File: src/rtl/core/sbc_pkg.sv
// Shared types, codes and code tables for the SEC-DED byte codec.
`default_nettype none

package sbc_pkg;

  // Command codes carried in the command field of an input item.
  localparam logic CMD_ENCODE = 1'b0;
  localparam logic CMD_DECODE = 1'b1;

  // Status codes reported with every result item.
  localparam logic [1:0] ST_CLEAN     = 2'd0;
  localparam logic [1:0] ST_CORRECTED = 2'd1;
  localparam logic [1:0] ST_UNCORR    = 2'd2;

  localparam int unsigned DataW = 8;
  localparam int unsigned CodeW = 18;
  localparam int unsigned NumCodeBits = 13;
  localparam int unsigned SynW = 5;

  // Per data bit contributions to the mid and low codeword bytes. The high
  // byte only takes data bit 7 into its bit 0.
  localparam logic [7:0] EncMid [DataW] = '{
    8'h00, 8'h01, 8'h02, 8'h08, 8'h10, 8'h60, 8'h80, 8'h00
  };
  localparam logic [7:0] EncLow [DataW] = '{
    8'h77, 8'h34, 8'h32, 8'h31, 8'h26, 8'h25, 8'h13, 8'h07
  };

  // Parity check column of each of the 13 code bits after the filler bits
  // are stripped. All columns are distinct and nonzero.
  localparam logic [SynW-1:0] SynCol [NumCodeBits] = '{
    5'h01, 5'h02, 5'h04, 5'h08, 5'h10, 5'h1f, 5'h1c, 5'h1a,
    5'h19, 5'h16, 5'h15, 5'h0b, 5'h07
  };

  typedef struct packed {
    logic             command;
    logic [DataW-1:0] data_byte;
    logic [CodeW-1:0] code_word_in;
  } in_item_t;

  typedef struct packed {
    logic [CodeW-1:0] code_word_out;
    logic [DataW-1:0] decoded_byte;
    logic [1:0]       status;
  } out_item_t;

  // Result of the decoder handed to the top level.
  typedef struct packed {
    logic [DataW-1:0] data_byte;
    logic [1:0]       status;
  } dec_res_t;

endpackage

`default_nettype wire

File: src/rtl/core/sbc_encoder.sv
// Encoder: data byte to 18-bit codeword with parity and filler bits.
`default_nettype none

module sbc_encoder (
  input  logic [sbc_pkg::DataW-1:0] data_i,
  output logic [sbc_pkg::CodeW-1:0] code_word_o
);

  logic [1:0] hi;
  logic [7:0] mid;
  logic [7:0] lo;

  always_comb begin
    hi  = {1'b0, data_i[7]};
    mid = '0;
    lo  = '0;
    for (int i = 0; i < sbc_pkg::DataW; i++) begin
      if (data_i[i]) begin
        mid = mid ^ sbc_pkg::EncMid[i];
        lo  = lo ^ sbc_pkg::EncLow[i];
      end
    end
    // Filler bits guarantee a transition where the neighbors are all zero.
    if (lo[3:2] == 2'b00) begin
      lo[3] = 1'b1;
    end
    if (!lo[6] && !mid[0]) begin
      lo[7] = 1'b1;
    end
    if (!mid[3] && !mid[1]) begin
      mid[2] = 1'b1;
    end
    if (!mid[6] && !mid[4]) begin
      mid[5] = 1'b1;
    end
    if (!hi[0]) begin
      hi[1] = 1'b1;
    end
  end

  assign code_word_o = {hi, mid, lo};

endmodule

`default_nettype wire

File: src/rtl/core/sbc_decoder.sv
// Decoder: strips filler bits, forms the syndrome and corrects one bit.
`default_nettype none

module sbc_decoder (
  input  logic [sbc_pkg::CodeW-1:0] code_word_i,
  output sbc_pkg::dec_res_t         res_o
);

  logic [sbc_pkg::NumCodeBits-1:0] bits;
  logic [sbc_pkg::NumCodeBits-1:0] flip;
  logic [sbc_pkg::NumCodeBits-1:0] fixed;
  logic [sbc_pkg::SynW-1:0]        syn;

  // Gather the 13 code bits, skipping the five filler positions.
  assign bits = {code_word_i[16], code_word_i[15:14], code_word_i[12:11],
                 code_word_i[9:8], code_word_i[6:4], code_word_i[2:0]};

  always_comb begin
    syn = '0;
    for (int i = 0; i < sbc_pkg::NumCodeBits; i++) begin
      if (bits[i]) begin
        syn = syn ^ sbc_pkg::SynCol[i];
      end
    end
  end

  // Columns are nonzero, so a zero syndrome never selects a bit to flip.
  always_comb begin
    for (int i = 0; i < sbc_pkg::NumCodeBits; i++) begin
      flip[i] = (syn == sbc_pkg::SynCol[i]);
    end
  end

  assign fixed = bits ^ flip;

  always_comb begin
    res_o.data_byte = {fixed[12:8], fixed[7:5]};
    if (syn == '0) begin
      res_o.status = sbc_pkg::ST_CLEAN;
    end else if (|flip) begin
      res_o.status = sbc_pkg::ST_CORRECTED;
    end else begin
      res_o.status = sbc_pkg::ST_UNCORR;
    end
  end

endmodule

`default_nettype wire

File: src/rtl/core/secded_byte_codec_18bit_core.sv
// Top level of the SEC-DED byte codec: input register, codec logic, result register.
`default_nettype none

// Each input item either encodes a data byte into an 18-bit codeword (8 data
// bits, 5 parity bits of an odd-column SEC-DED code and 5 filler bits that
// force transitions) or decodes such a codeword back into a byte, correcting
// one bit error and reporting the outcome in status. An accepted item sits in
// an input register, passes through the encoder or decoder XOR network and
// lands in a result register, from which its result is offered. One item is
// accepted in every cycle, also while a finished result still waits in the
// result register, as long as the input register can move on; in_stall_o
// rises only when both registers are full and the result is stalled. The
// block keeps no state between items, so reset only clears the valid flags
// of the two registers.

module secded_byte_codec_18bit_core (
  input  logic               clk_i,
  input  logic               rst_ni,
  input  logic               in_valid_i,
  output logic               in_stall_o,
  input  sbc_pkg::in_item_t  in_item_i,
  output logic               out_valid_o,
  input  logic               out_stall_i,
  output sbc_pkg::out_item_t out_item_o
);

  logic               in_valid_q;
  sbc_pkg::in_item_t  in_item_q;
  logic               out_valid_q;
  sbc_pkg::out_item_t out_item_q;
  sbc_pkg::out_item_t out_item_d;

  logic                      out_hold;
  logic [sbc_pkg::CodeW-1:0] enc_word;
  sbc_pkg::dec_res_t         dec_res;

  // The result register is blocked only while it holds an item that the
  // receiver stalls; the input register then waits too if it is full.
  assign out_hold   = out_valid_q && out_stall_i;
  assign in_stall_o = in_valid_q && out_hold;

  sbc_encoder u_enc (
    .data_i      (in_item_q.data_byte),
    .code_word_o (enc_word)
  );

  sbc_decoder u_dec (
    .code_word_i (in_item_q.code_word_in),
    .res_o       (dec_res)
  );

  // Fields that do not belong to the chosen operation read as zero.
  always_comb begin
    if (in_item_q.command == sbc_pkg::CMD_DECODE) begin
      out_item_d.code_word_out = '0;
      out_item_d.decoded_byte  = dec_res.data_byte;
      out_item_d.status        = dec_res.status;
    end else begin
      out_item_d.code_word_out = enc_word;
      out_item_d.decoded_byte  = '0;
      out_item_d.status        = sbc_pkg::ST_CLEAN;
    end
  end

  always_ff @(posedge clk_i or negedge rst_ni) begin
    if (!rst_ni) begin
      in_valid_q  <= 1'b0;
      out_valid_q <= 1'b0;
    end else begin
      if (!in_stall_o) begin
        in_valid_q <= in_valid_i;
      end
      if (!out_hold) begin
        out_valid_q <= in_valid_q;
      end
    end
  end

  always_ff @(posedge clk_i) begin
    if (!in_stall_o && in_valid_i) begin
      in_item_q <= in_item_i;
    end
    if (!out_hold && in_valid_q) begin
      out_item_q <= out_item_d;
    end
  end

  assign out_valid_o = out_valid_q;
  assign out_item_o  = out_item_q;

endmodule

`default_nettype wire

File: config.mk
export PLATFORM = sky130hd
export DESIGN_NAME = secded_byte_codec_18bit_core
export DESIGN_NICKNAME = d
export VERILOG_FILES = /design/src/rtl/core/sbc_pkg.sv /design/src/rtl/core/sbc_encoder.sv /design/src/rtl/core/sbc_decoder.sv /design/src/rtl/core/secded_byte_codec_18bit_core.sv
export SDC_FILE = /design/constraint.sdc
export NUM_CORES = 1
export LEC_CHECK = 0
export BUFFER_PORTS_ARGS = -buffer_cell sky130_fd_sc_hd__clkbuf_2
export CAP_MARGIN = 40
export CORE_MARGIN = 4
export CORE_UTILIZATION = 30
export DETAILED_ROUTE_END_ITERATION = 12
export SETUP_SLACK_MARGIN = 0.2
export SYNTH_ARGS = -nofsm -noshare
export SYNTH_HDL_FRONTEND = slang
export SYNTH_HIERARCHICAL = 1
export SYNTH_SLANG_ARGS = --single-unit
File: constraint.sdc
create_clock -name clk_i -period 2.8 [get_ports clk_i]
set_clock_uncertainty 0.05 [all_clocks]
set_input_delay 0.56 -clock clk_i [delete_from_list [all_inputs] [get_ports clk_i]]
set_output_delay 0.56 -clock clk_i [all_outputs]
set_load 0.05 [all_outputs]
**After elaboration in Yosys (flattened, before gate mapping)**

Index checks and enable logic that the tools add are counted.

- Reduce and logical (&&, ||, !) cells: 19
- Bitwise operators: 26
- Muxes and demuxes: 33
- Equal/unequal tests: 13

Operators by type and width:

| kind | number |
|---|---|
| $mux 5 | 9 |
| $not 3->3 | 14 |
| $eq 5x5->1 const B | 7 |
| $mux 6 | 5 |
| $mux 7 | 2 |
| $reduce_or 13->1 | 1 |
| $xor 13x13->13 | 1 |
| $mux 4 | 3 |
| $eq 5x3->1 const B | 2 |
| $eq 5x4->1 const B | 2 |
| $mux 3 | 3 |
| $logic_not 1->1 | 8 |
| $mux 8 | 1 |
| $not 1->1 const A | 8 |
| $logic_and 1x1->1 | 7 |
| $mux 1 | 7 |
| $mux 2 | 3 |
| $eq 5x1->1 const B | 1 |
| $eq 5x2->1 const B | 1 |
| $logic_not 5->1 | 1 |
| $not 5->5 | 1 |
| $logic_not 2->1 | 1 |
| $not 1->2 const A | 1 |
| $reduce_or 2->1 | 1 |
| $not 1->1 | 1 |

- Output and inout port bits: 30
- Bits in registers: 56
- Logic and storage cells: 99
- Bits of input ports: 31

**Longest topological paths before layout**

- Depth after elaboration: 24
- Depth in mapped cells: 8

**Modules after synthesis**

Netlist, hierarchy kept.

Modules (own cells, without submodules):

| module | seq. area each (µm²) | cells an instance | area an instance (µm²) | times used |
|---|---|---|---|---|
| secded_byte_codec_18bit_core | 1701.6 | 93 | 1936.9 | 1 |
| sbc_decoder | 0.0 | 58 | 531.8 | 1 |
| sbc_encoder | 0.0 | 26 | 250.2 | 1 |

**Worst setup path after synthesis**

OpenSTA, ideal clock, no wires.

- Path kind: reg-to-reg
- Start point: register out_valid_q (netlist: out_valid_o)
- End point: register out_item_q (netlist bit out_item_o[0]), enable pin
- Path slack: -446 ps
- Cell stages (with the launch flop): 2
- Required time: 2294 ps
- Data arrival time: 2741 ps
- Library setup time: 456 ps
- Path through: dfrtp_1 -> a21boi_0

- Longest elaborated chain between the ends: 3

Ends and longest elaborated chain:

| element | line | RTL |
|---|---|---|
| start, declared | secded_byte_codec_18bit_core.sv:29 | `logic out_valid_q;` |
| start signal, assigned | secded_byte_codec_18bit_core.sv:74 | `out_valid_q <= in_valid_q;` |
| $logic_and 1x1->1 | secded_byte_codec_18bit_core.sv:39 | `assign out_hold = out_valid_q && out_stall_i;` |
| $logic_not 1->1 | secded_byte_codec_18bit_core.sv:83 | `if (!out_hold && in_valid_q) begin` |
| $logic_and 1x1->1 | secded_byte_codec_18bit_core.sv:83 |  |
| end signal, assigned | secded_byte_codec_18bit_core.sv:84 | `out_item_q <= out_item_d;` |
| end, declared | secded_byte_codec_18bit_core.sv:30 | `sbc_pkg::out_item_t out_item_q;` |

Every way passes these cells.
A chain may end at the register's enable or synchronous reset.

**Worst setup path in the final report**

- Start point: register in_item_q[6] (netlist bit)
- End point: register out_item_q (netlist bit out_item_o[1]), data pin

- Longest elaborated chain between the ends: 15

Ends and longest elaborated chain:

| element | line | RTL |
|---|---|---|
| start, declared | secded_byte_codec_18bit_core.sv:28 | `sbc_pkg::in_item_t in_item_q;` |
| start signal, assigned | secded_byte_codec_18bit_core.sv:81 | `in_item_q <= in_item_i;` |
| $mux 5 * (3 in a row) | sbc_decoder.sv:21 | `if (bits[i]) begin` |
| $not 3->3 (no line) / $mux 5 (equally long branches) | -- |  |
| $mux 5 * (2 in a row) | sbc_decoder.sv:21 |  |
| $not 3->3 (no line) / $mux 5 (equally long branches) | -- |  |
| $mux 5 * | sbc_decoder.sv:21 |  |
| $not 3->3 (no line) / $mux 5 (equally long branches) | -- |  |
| $mux 4 | sbc_decoder.sv:21 |  |
| $not 3->3 (no line) | -- |  |
| $mux 3 | sbc_decoder.sv:21 |  |
| $eq 5x1->1, or another cell as far along | sbc_decoder.sv:30 | `flip[i] = (syn == sbc_pkg::SynCol[i]);` |
| $reduce_or 13->1 | sbc_decoder.sv:40 | `end else if (\|flip) begin` |
| $mux 2 | sbc_decoder.sv:40 |  |

Every way passes the cells marked *; elsewhere a longest branch is shown, timed or not.

==> run metrics <==
status completed; Min-Delay Path Class in2reg; Final Cycle Share 84.7%; Leak 1.24 nW; CP startpoint kind register; fin crit period 2370 ps; Ys Warns 6; die width 101 microns; Final Hold Viols 0; antenna violations before repair 0; FMAX 421 MHz; Total Routing Usage GR 9.19%; pin count of the biggest net entering global routing 29; RSZ-0062 raised after global routing no; DR vias 1364; Layout fillers 802; total setup buffers inserted after CTS 0; CTS buffer count 5; root buf cell clkbuf_8; clock tree from TritonCTS done; vias in the first global route 1420; Total Routed Length 4320 microns; first-pass GRT wire length 7100 microns; Critical Path Fanout Max 8; CORE AREA 8260 sq um; CTS H-tree lvls 2; Die Area 10100 sq um; Peak VDD IR 0.222 mV; CP Capture Type register; Worst Tran Pin Value 724 ps; slew margin rel. 51.7%; WL/cell 13.0 microns; I/O Pins 61; Crit Path Class reg2reg; I/O Buffers 55; Max-Cap Viols 0; Final ANT Viol Nets 0; Power Density 680 nW/um^2; Mean Syn Cell Area 14.9 sq um; Diodes inserted 0; Setup Viol. Count Final 0; clock transition at the registers of the reported paths 90 ps; Slew Limit Fails 0; First-pass DRT Iterations 4; Area Growth Syn to Fin 17.8%; Post-Layout Cell Count 331; CP required 2810 ps; drt initial violations 68; vias per cell 4.12; total gr overflow 0; die span in y 101 microns; Routability Congestion 0.784; Clock Tree Buf Depth 2; crit path DAT 2380 ps; share of layout cells above drive strength 1 33.6%; nets 257; Site Rows 33; Starting Density 31.1%; DRC viols 0; DP HPWL 3290 microns; Synth Instances 172; Final TNS setup 0 ps; Mapped Area 2570 sq um; clock latency on the worst-skew pair 300 ps; clock sink count 52; Synth Net Count 204; dpl cells 322
cell type report:
cell class                 instances  area [sq um]  area share, %
tap                              105           131           4.34
clock buffer                       6          72.6           2.40
clock inverter                     2          11.3          0.372
timing repair buffer              58           300           9.93
inverter                           5          18.8          0.620
multi-input combinational        103           940           31.1
sequential                        52          1550           51.3
cell usage in the layout (no fill, tap or decap), types with 4 or more instances in the layout:
| cell | count |
|---|---|
| inv_1 | 5 |
| xor2_1 | 9 |
| clkbuf_8 | 5 |
| and2_1 | 11 |
| xnor3_1 | 7 |
| xnor2_1 | 16 |
| and2b_1 | 7 |
| nor2b_1 | 13 |
| clkbuf_2 | 55 |
| edfxtp_1 | 50 |
| nand3_1 | 4 |
| nand2_1 | 10 |
worst max-delay path, cell delays in order (launching register included):
cell	delay, ps
edfxtp_1	510
xnor2_1	180
xnor3_1	570
nand2_1	200
a221oi_2	310
o2111ai_1	120
and2_1	180
layer usage:
layer	part of all wire [%]	routed length [microns]	track usage, %	up-vias
met5	0	0	0	-
met4	2.3	98	4.66	0
met3	6.0	259	2.08	8
met2	41	1780	12.4	44
met1	51	2180	13.7	624
li1	-	-	-	688
where the power goes:
part | switching, W | internal (W) | total [W] | leakage [nW]
registers | 0.0000428 | 0.000943 | 0.000986 | 0.510
logic | 0.000406 | 0.000253 | 0.000658 | 0.695
clock network | 0.000240 | 0.000174 | 0.000413 | 0.0388
flip-flops by register name, indices dropped and copies added (netlist names):
signal	flops
out_item_o	28
in_item_q	22
in_valid_q	1
out_valid_o	1
repair_timing:
action / 4_1_cts / 5_1_grt
hold endpoints to repair: 2 / 0
endpoints found under the setup margin: 0 / 1
gates resized for setup: 0 / 3
hold buffers: 1 / 0
per-stage QoR:
stage | worst slack (ps) | area, sq um | hold WS (ps) | total power, W | util (%)
5_1_grt | 222 | 3030 | 355 | 0.00217 | 36.6
3_3_place_gp | 470 | 2910 | 297 | 0.00165 | 35.2
6_report | 427 | 3030 | 373 | 0.00206 | 36.6
2_1_floorplan | 293 | 2570 | 214 | 0.00154 | -
4_1_cts | 398 | 3000 | 362 | 0.00207 | 36.4
3_5_place_dp | 432 | 2910 | 302 | 0.00166 | 35.2
worst paths after layout:
check                           slack (ps)                   start                          end  depth (start not counted)
worst max-delay path                   430  in_item_q[6]$_DFFE_PP_  out_item_o[1]$_SDFFCE_PN0P_                          6
max in group asynchronous             2080                  rst_ni       in_valid_q$_DFFE_PN0N_                          2
min in group asynchronous              510                  rst_ni      out_valid_o$_DFFE_PN0N_                          2
worst max register to register         430  in_item_q[6]$_DFFE_PP_  out_item_o[1]$_SDFFCE_PN0P_                          6
worst min register to register         430  in_valid_q$_DFFE_PN0N_      out_valid_o$_DFFE_PN0N_                          1
worst min-delay path                   370            in_item_i[5]       in_item_q[5]$_DFFE_PP_                          1
(Power assumes the default switching activity.)
